### src/hw/rtl/pkt_pkg.sv
package pkt_pkg;

  // Table geometry
  localparam int KEY_SLOTS = 16;
  localparam int IDX_W     = (KEY_SLOTS > 1) ? $clog2(KEY_SLOTS) : 1;
  localparam int CNT_W     = $clog2(KEY_SLOTS + 1);

  // Field widths
  localparam int CMD_W   = 2;
  localparam int CODE_W  = 8;
  localparam int COUNT_W = 5;

  // Command codes; the unused code is handled as a query
  localparam logic [CMD_W-1:0] CMD_KEY_DOWN = 2'd0;
  localparam logic [CMD_W-1:0] CMD_KEY_UP   = 2'd1;
  localparam logic [CMD_W-1:0] CMD_QUERY    = 2'd2;

  localparam logic [CODE_W-1:0] CODE_EMPTY = 8'd0;

  // Sequencer states
  typedef enum logic [1:0] {
    S_IDLE,
    S_SCAN,
    S_FINISH,
    S_OUT
  } state_t;

endpackage

### src/hw/rtl/pressed_key_table_unit.sv
// Sequence: an accepted item is compared with each held slot in turn
//   (S_SCAN), the table and held count are updated (S_FINISH), and the
//   result is held in S_OUT until taken; only then is a new item accepted.
//   The single slot read port, walked once per item, sets the pace.
// Reset: rst is synchronous, active high; it zeroes the held count, leaving
//   the table logically empty (slot storage is not cleared), and drops any item in flight.
module pressed_key_table_unit (
  input  logic        clk,
  input  logic        rst,
  input  logic        s_axis_tvalid,
  output logic        s_axis_tready,
  input  logic [15:0] s_axis_tdata,  // [1:0] command, [9:2] key_code, [15:10] zero
  output logic        m_axis_tvalid,
  input  logic        m_axis_tready,
  output logic [7:0]  m_axis_tdata   // [0] key_present, [1] event_dropped,
                                     // [6:2] held_count, [7] zero
);

  localparam int IDX_W = pkt_pkg::IDX_W;
  localparam int CNT_W = pkt_pkg::CNT_W;

  pkt_pkg::state_t state, state_next;

  logic [pkt_pkg::CODE_W-1:0] held_codes [pkt_pkg::KEY_SLOTS];
  logic [CNT_W-1:0]           total;
  logic [CNT_W-1:0]           scan_idx;
  logic                       found;
  logic [pkt_pkg::CMD_W-1:0]  cmd_r;
  logic [pkt_pkg::CODE_W-1:0] code_r;
  logic                       present_r;
  logic                       dropped_r;

  logic                       scan_done;
  logic [pkt_pkg::CODE_W-1:0] rd_code;
  logic                       hit;
  logic                       full;
  logic                       code_valid;
  logic                       do_append;
  logic                       do_remove;
  logic                       wr_en;
  logic [IDX_W-1:0]           wr_addr;
  logic [pkt_pkg::CODE_W-1:0] wr_data;

  // Shared compare path: one slot read per scan cycle
  assign scan_done  = (scan_idx == total);
  assign rd_code    = held_codes[scan_idx[IDX_W-1:0]];
  assign code_valid = (code_r != pkt_pkg::CODE_EMPTY);
  assign hit        = !scan_done && !found && code_valid && (rd_code == code_r);
  assign full       = (total == CNT_W'(pkt_pkg::KEY_SLOTS));
  assign do_append  = (cmd_r == pkt_pkg::CMD_KEY_DOWN) && code_valid && !full && !found;
  assign do_remove  = (cmd_r == pkt_pkg::CMD_KEY_UP) && found;

  // Next state
  always_comb begin
    state_next = state;
    unique case (state)
      pkt_pkg::S_IDLE:   if (s_axis_tvalid) state_next = pkt_pkg::S_SCAN;
      pkt_pkg::S_SCAN:   if (scan_done) state_next = pkt_pkg::S_FINISH;
      pkt_pkg::S_FINISH: state_next = pkt_pkg::S_OUT;
      pkt_pkg::S_OUT:    if (m_axis_tready) state_next = pkt_pkg::S_IDLE;
      default:           state_next = pkt_pkg::S_IDLE;
    endcase
  end

  // Handshake and slot write port
  always_comb begin
    s_axis_tready = 1'b0;
    m_axis_tvalid = 1'b0;
    wr_en         = 1'b0;
    wr_addr       = '0;
    wr_data       = rd_code;
    unique case (state)
      pkt_pkg::S_IDLE: s_axis_tready = 1'b1;
      pkt_pkg::S_SCAN: begin
        // after the match, move each later entry down one slot
        if (found && (cmd_r == pkt_pkg::CMD_KEY_UP) && !scan_done) begin
          wr_en   = 1'b1;
          wr_addr = IDX_W'(scan_idx - CNT_W'(1));
          wr_data = rd_code;
        end
      end
      pkt_pkg::S_FINISH: begin
        if (do_append) begin
          wr_en   = 1'b1;
          wr_addr = IDX_W'(total);
          wr_data = code_r;
        end else if (do_remove) begin
          wr_en   = 1'b1;
          wr_addr = IDX_W'(total - CNT_W'(1));
          wr_data = pkt_pkg::CODE_EMPTY;
        end
      end
      pkt_pkg::S_OUT: m_axis_tvalid = 1'b1;
      default: ;
    endcase
  end

  // Slot storage
  always_ff @(posedge clk) begin
    if (wr_en) begin
      held_codes[wr_addr] <= wr_data;
    end
  end

  // Sequencer and count
  always_ff @(posedge clk) begin
    if (rst) begin
      state <= pkt_pkg::S_IDLE;
      total <= '0;
    end else begin
      state <= state_next;
      if (state == pkt_pkg::S_FINISH) begin
        if (do_append) begin
          total <= total + CNT_W'(1);
        end else if (do_remove) begin
          total <= total - CNT_W'(1);
        end
      end
    end
  end

  // Item capture, scan pointer and result flags
  always_ff @(posedge clk) begin
    unique case (state)
      pkt_pkg::S_IDLE: begin
        cmd_r    <= s_axis_tdata[1:0];
        code_r   <= s_axis_tdata[9:2];
        scan_idx <= '0;
        found    <= 1'b0;
      end
      pkt_pkg::S_SCAN: begin
        if (!scan_done) scan_idx <= scan_idx + CNT_W'(1);
        if (hit) found <= 1'b1;
      end
      pkt_pkg::S_FINISH: begin
        present_r <= found;
        dropped_r <= (cmd_r == pkt_pkg::CMD_KEY_DOWN) && code_valid && full;
      end
      default: ;
    endcase
  end

  assign m_axis_tdata = {1'b0, pkt_pkg::COUNT_W'(total), dropped_r, present_r};

  // Checks
  a_total_bound: assert property (@(posedge clk) disable iff (rst)
    total <= CNT_W'(pkt_pkg::KEY_SLOTS))
    else $error("held count above slot count");

  a_one_in_flight: assert property (@(posedge clk) disable iff (rst)
    s_axis_tready |-> !m_axis_tvalid)
    else $error("input taken while a result is pending");

  a_total_only_on_update: assert property (@(posedge clk) disable iff (rst)
    (state != pkt_pkg::S_FINISH) |=> $stable(total))
    else $error("held count changed outside the update cycle");

  a_drop_means_full: assert property (@(posedge clk) disable iff (rst)
    (m_axis_tvalid && dropped_r) |-> (total == CNT_W'(pkt_pkg::KEY_SLOTS)))
    else $error("drop reported with a free slot");

  a_remove_needs_match: assert property (@(posedge clk) disable iff (rst)
    (state == pkt_pkg::S_FINISH && cmd_r == pkt_pkg::CMD_KEY_UP && !found)
      |=> $stable(total))
    else $error("key up of an absent code changed the count");

endmodule

### config.mk
export PLATFORM = sky130hd
export DESIGN_NAME = pressed_key_table_unit
export DESIGN_NICKNAME = d
export VERILOG_FILES = /design/src/hw/rtl/pkt_pkg.sv /design/src/hw/rtl/pressed_key_table_unit.sv
export SDC_FILE = /design/constraint.sdc
export NUM_CORES = 1
export LEC_CHECK = 0
export ABC_AREA = 1
export BUFFER_PORTS_ARGS = -buffer_cell sky130_fd_sc_hd__buf_4
export CAP_MARGIN = 20
export CORE_AREA = 5 5 120 122
export DETAILED_ROUTE_END_ITERATION = 16
export DIE_AREA = 0 0 125 127
export GPL_ROUTABILITY_DRIVEN = 0
export GPL_TIMING_DRIVEN = 1
export PLACE_DENSITY = 0.77
export SYNTH_ARGS = -nofsm -noshare
export SYNTH_HDL_FRONTEND = slang
export SYNTH_SLANG_ARGS = --single-unit
### constraint.sdc
create_clock -name clk -period 2.55 [get_ports clk]
set_clock_uncertainty 0.2 [all_clocks]
set_input_delay 0.51 -clock clk [delete_from_list [all_inputs] [get_ports clk]]
set_output_delay 0.51 -clock clk [all_outputs]
set_load 0.005 [all_outputs]
== Word-level counts from Yosys, hierarchy flattened ==
Memory sizes are Yosys's and may differ from the RTL's. A register that Yosys moved wholly into a read port is not among the register bits.
Cells that the tools add are included.

* Flip-flop bits (word level): 25
* Bits in writable memories: 128
* Input bits: 20
* Output and inout bits: 10
* Word-level logic and storage cells: 72
* Memories kept: 1

{| class="wikitable"
|+ Memories
! memory !! words !! bits a word !! read ports !! clocked after memory_dff !! write ports !! line !! RTL
|-
| held_codes || 16 || 8 || 1 || 1 || 1 || pressed_key_table_unit.sv:24 || <nowiki>logic [pkt_pkg::CODE_W-1:0] held_codes [pkt_pkg::KEY_SLOTS];</nowiki>
|}

* $add $sub $neg: 4
* Eq/ne operators: 12
* Muxes and demuxes: 26
* Reduce and logical (&&, ||, !) cells: 21

{| class="wikitable"
|+ Operators with widths
! operator !! number
|-
| 2-to-1 mux 8 bit || 3
|-
| 2-to-1 mux 4 bit || 4
|-
| 2-to-1 mux 5 bit || 3
|-
| adder 5 x 1 -> 5 bit, second input constant || 2
|-
| != test 2 bit, second input constant || 5
|-
| case mux 5 bit (2 select lines) || 1
|-
| logical AND 1 bit || 9
|-
| equality test 8 bit || 1
|-
| 2-to-1 mux 1 bit || 8
|-
| case mux 2 bit (4 select lines) || 1
|-
| case mux 4 bit (2 select lines) || 1
|-
| nonzero test 8 bit || 1
|-
| 2-to-1 mux 2 bit || 3
|-
| AND reduction 2 bit || 3
|-
| equality test 5 bit || 1
|-
| equality test 5 bit, second input constant || 1
|-
| subtractor 5 x 1 -> 5 bit, second input constant || 1
|-
| equality test 2 x 1 -> 1 bit, second input constant || 2
|-
| equality test 2 bit, second input constant || 2
|-
| zero test 2 bit || 2
|-
| case mux 1 bit (2 select lines) || 2
|-
| nonzero test 2 bit || 2
|-
| subtractor 4 x 1 -> 4 bit, second input constant || 1
|-
| zero test 1 bit || 3
|-
| AND reduction 3 bit || 1
|}

== Logic depth before layout (Yosys ltp) ==
* Word-level depth: 8
* Mapped depth: 16

== Least setup slack after synthesis ==
No wires, ideal clock.

* Path type: register to register
* From: register total[0]
* To: memory held_codes[0][0] (netlist name) (data pin)
* Arrival time: 2024 ps
* Data required time: 2020 ps
* Slack: -4 ps
* Cell stages (with the launch flop): 10
* Cells stage by stage: dfxtp_1 -> inv_1 -> ha_1 -> nand2_1 -> nor2_2 -> nor2_4 -> nand3_4 -> inv_2 -> nand2_1 -> o21ai_0

* Cells in the longest elaborated chain, start to end: 6

{| class="wikitable"
|+ Ends and longest elaborated chain
! what !! line !! RTL
|-
| start, declared || pressed_key_table_unit.sv:25 || <nowiki>logic [CNT_W-1:0] total;</nowiki>
|-
| start signal, assigned || pressed_key_table_unit.sv:114 || <nowiki>total <= total + CNT_W'(1);</nowiki>
|-
| start signal, assigned || pressed_key_table_unit.sv:116 || <nowiki>total <= total - CNT_W'(1);</nowiki>
|-
| equality test 5 bit || pressed_key_table_unit.sv:49 || <nowiki>assign full = (total == CNT_W'(pkt_pkg::KEY_SLOTS));</nowiki>
|-
| zero test 1 bit || pressed_key_table_unit.sv:50 || <nowiki>assign do_append = (cmd_r == pkt_pkg::CMD_KEY_DOWN) && code_valid && !full && !found;</nowiki>
|-
| logical AND 1 bit (2 in a row) || pressed_key_table_unit.sv:50 ||
|-
| 2-to-1 mux 8 bit || pressed_key_table_unit.sv:83 || <nowiki>if (do_append) begin</nowiki>
|-
| 2-to-1 mux 8 bit || -- ||
|-
| via wr_data (one bit) || pressed_key_table_unit.sv:42 || <nowiki>logic [pkt_pkg::CODE_W-1:0] wr_data;</nowiki>
|-
| end, declared || pressed_key_table_unit.sv:24 ||
|}

The timed path passes the listed nets, and every way through them passes these cells.

== Worst setup path after layout ==
* From: register code_r[7] (netlist name)
* To: memory held_codes[4][6] (netlist name) (enable)

* Cells in the longest elaborated chain, start to end: 8

{| class="wikitable"
|+ Ends and longest elaborated chain
! what !! line !! RTL
|-
| start, declared || pressed_key_table_unit.sv:29 || <nowiki>logic [pkt_pkg::CODE_W-1:0] code_r;</nowiki>
|-
| start signal, assigned || pressed_key_table_unit.sv:127 || <nowiki>code_r <= s_axis_tdata[9:2];</nowiki>
|-
| nonzero test 8 bit (*) || pressed_key_table_unit.sv:47 || <nowiki>assign code_valid = (code_r != pkt_pkg::CODE_EMPTY);</nowiki>
|-
| logical AND 1 bit (*) (3 in a row) || pressed_key_table_unit.sv:50 ||
|-
| 2-to-1 mux 1 bit || pressed_key_table_unit.sv:83 ||
|-
| case mux 1 bit (2 select lines) || pressed_key_table_unit.sv:72 || <nowiki>unique case (state)</nowiki>
|-
| 2-to-1 mux 1 bit || pressed_key_table_unit.sv:100 || <nowiki>if (wr_en) begin</nowiki>
|-
| 2-to-1 mux 1 bit (implied by the code) || pressed_key_table_unit.sv:101 || <nowiki>held_codes[wr_addr] <= wr_data;</nowiki>
|}

Mark *: on every way between the ends. The rest lies on a longest branch, timed or not.

==> flow_summary.ini <==
[status]
status = completed

[sta]
setup_slack_ns = 0.0782
fmax_mhz = 405
hold_violations = 0
setup_viol = 0
relSlewSlack_pct = 57.7
fin_crit_ns = 2.47
tns_ns = 0
drv_slew = 0
finalCritPeriodShare_pct = 96.9
worst_slew_pin_slew_ns = 0.634

[clock_tree]
clk_latency_ns = 0.43
clkTransAtPathRegs_ns = 0.06
cts_buffers = 17
cts_max_level = 4
cts.sinks = 157
root_buffer = clkbuf_16
cts_max_path_buffers = 2
cts_tree = yes
ctsHoldBuffers = 0

[floorplan]
rows = 42
die_w_um = 125
start_util_pct = 55.3
dieArea_mm2 = 0.0159
die_h_um = 127
pin_count = 30
core_mm2 = 0.0131

[setup_path]
r2r_slack_ns = 0.08
critPathMaxFanout = 8
rr_worst_depth = 12
critPathKind = flip-flop to flip-flop
worstSetupStartpointType = flip-flop
end_kind = flip-flop
worstReg2RegStart = code_r[7]$_DFFE_PP_
critPathRequiredTime_ns = 2.48
worstPathArrival_ns = 2.40
reg2reg_to = held_codes[4][6]$_DFFE_PP_

[power]
vdd_drop_max_uv = 746
powerDensity_mw_per_mm2 = 1200
total_power_uw = 10300
p_leak_uw = 0.00346

[layout]
final_common_cell = nand2_1
syn2layout_area_growth_pct = 18.2
fin_nets = 804
fillers = 946
n_antenna_cell = 0
final_cell_mix = 162 x nand2_1, 146 x edfxtp_1, 82 x nor2_1, 82 x nand3_1, 64 x inv_1
final_layout_size_suffix_gt1_share_pct = 17.9

[logic_synthesis]
yosys_warnings = 0
syn-num-nets = 745
synthCells = 716
netlist_area_mm2 = 0.00723
syn_area_per_cell_um2 = 10.1
synth_seq_area_share_pct = 63.6
synth_cell_types = 36
synth_seq_cells = 157

[route]
routed_wl_um = 17200
drtIter0Drc = 695
vias = 5414
drc_errors = 0
wl_per_cell_um = 17.8
dr.pass1.iters = 5
via_per_inst = 5.62
antenna_left = 0

[hold_path]
hold_class = input port to flip-flop
min_to = total[4]$_SDFFE_PP0N_
min_from = rst
whs_path_depth = 2

[global_route]
first_global_vias = 5293
grt_pass1_wl_um = 27000
grt_max_degree = 51
overflow = 0
grt.total_usage_pct = 21.9
grt_antenna_before_repair = 0

[placement]
hpwl_um = 11200
port_buffers = 22
pre_cts_slack_ns = -0.0280

[run]
cap_violations = 0
[flip-flops by register name (all words and copies together) (netlist names), named ones only]
name and cells:
cmd_r 2, code_r 8, dropped_r 1, found 1
held_codes 128, present_r 1, scan_idx 5, state 2
total 5
[routing by layer]
layer | GRT usage, % | wire (µm) | vias to the layer above
met5 | 0 | 0 | -
met4 | 7.46 | 456 | 0
met3 | 4.34 | 1360 | 52
met2 | 38.5 | 8750 | 291
met1 | 27.2 | 6620 | 2554
li1 | - | - | 2517
[worst max path at each step]
stage,startpoint,to
2_1_floorplan,total[0]$_SDFFE_PP0N_,held_codes[0][0]$_DFFE_PP_
3_3_place_gp,code_r[7]$_DFFE_PP_,held_codes[2][5]$_DFFE_PP_
3_5_place_dp,code_r[7]$_DFFE_PP_,held_codes[2][2]$_DFFE_PP_
4_1_cts,code_r[7]$_DFFE_PP_,held_codes[2][6]$_DFFE_PP_
5_1_grt,scan_idx[1]$_DFFE_PN_,held_codes[7][6]$_DFFE_PP_
6_report,code_r[7]$_DFFE_PP_,held_codes[4][6]$_DFFE_PP_
[metrics by stage]
step / utilization [%] / hold WS, ns / std cells / instance area, µm²
after CTS: 64.5 / 0.0481 / 960 / 8440
after floorplan: - / 0.290 / 716 / 7230
final: 65.4 / 0.0535 / 964 / 8550
after global placement: 59.7 / 0.304 / 928 / 7810
after detailed placement: 59.7 / 0.332 / 928 / 7810
after global routing: 65.4 / 0.0459 / 964 / 8550
[Yosys cell counts, drive strengths merged]
cell | n | area [µm²]
o21ai | 54 | 270
clkbuf | 3 | 11.3
conb | 1 | 3.75
nand2 | 167 | 632
o221ai | 1 | 8.76
a21boi | 2 | 18.8
ha | 9 | 113
xor2 | 10 | 87.6
nor2 | 91 | 359
nand3 | 89 | 473
or2 | 1 | 6.26
nor3 | 3 | 20.0
nand4 | 4 | 25.0
dfxtp | 11 | 220
buf | 30 | 193
and3 | 1 | 6.26
xnor2 | 2 | 17.5
o22ai | 1 | 6.26
a211oi | 1 | 7.51
edfxtp | 146 | 4380
inv | 73 | 277
o211ai | 6 | 45.0
a21oi | 10 | 50.1
[cell families after synthesis]
| kind of cell | share of synthesized area (%) |
|---|---|
| fa+ha+maj | 1.56 |
| compound gates | 5.62 |
| buf+inv | 6.64 |
| xor+xnor | 1.45 |
| other cells | 0.0518 |
| flops | 63.6 |
| simple gates | 21.0 |
[report_power, final]
part | leakage, µW | internal [µW] | switching [µW]
Combinational | 0.00174 | 1230 | 2540
Sequential | 0.00142 | 3670 | 173
Clock | 0.000295 | 1620 | 1030
[cell type report]
cell class	count	area, µm²	area share [%]
flip-flops and latches	157	4610	53.9
multi-input cells	453	2210	25.8
repair buffers	73	612	7.15
clock buffers	20	467	5.46
inverters	73	277	3.23
well taps	176	220	2.57
clock inverters	12	160	1.87
[worst max-delay path: stages (launching register included)]
cell and delay [ns]:
edfxtp_1 0.45, inv_1 0.13, nand4_1 0.16, nor2_4 0.18, nor2_2 0.07, nand3_4 0.09
inv_2 0.06, nand2_1 0.07, nand3_1 0.12, nand2_2 0.15, nand3_2 0.15, nor2_1 0.18
buf_6 0.17
[what timing repair did]
action | 4_1_cts | 5_1_grt
hold endpoints to repair | 0 | 0
pin swaps | 0 | 7
endpoints found under the setup margin | 59 | 168
setup buffers | 0 | 4
resized for setup | 1 | 27
(Power assumes the default switching activity.)
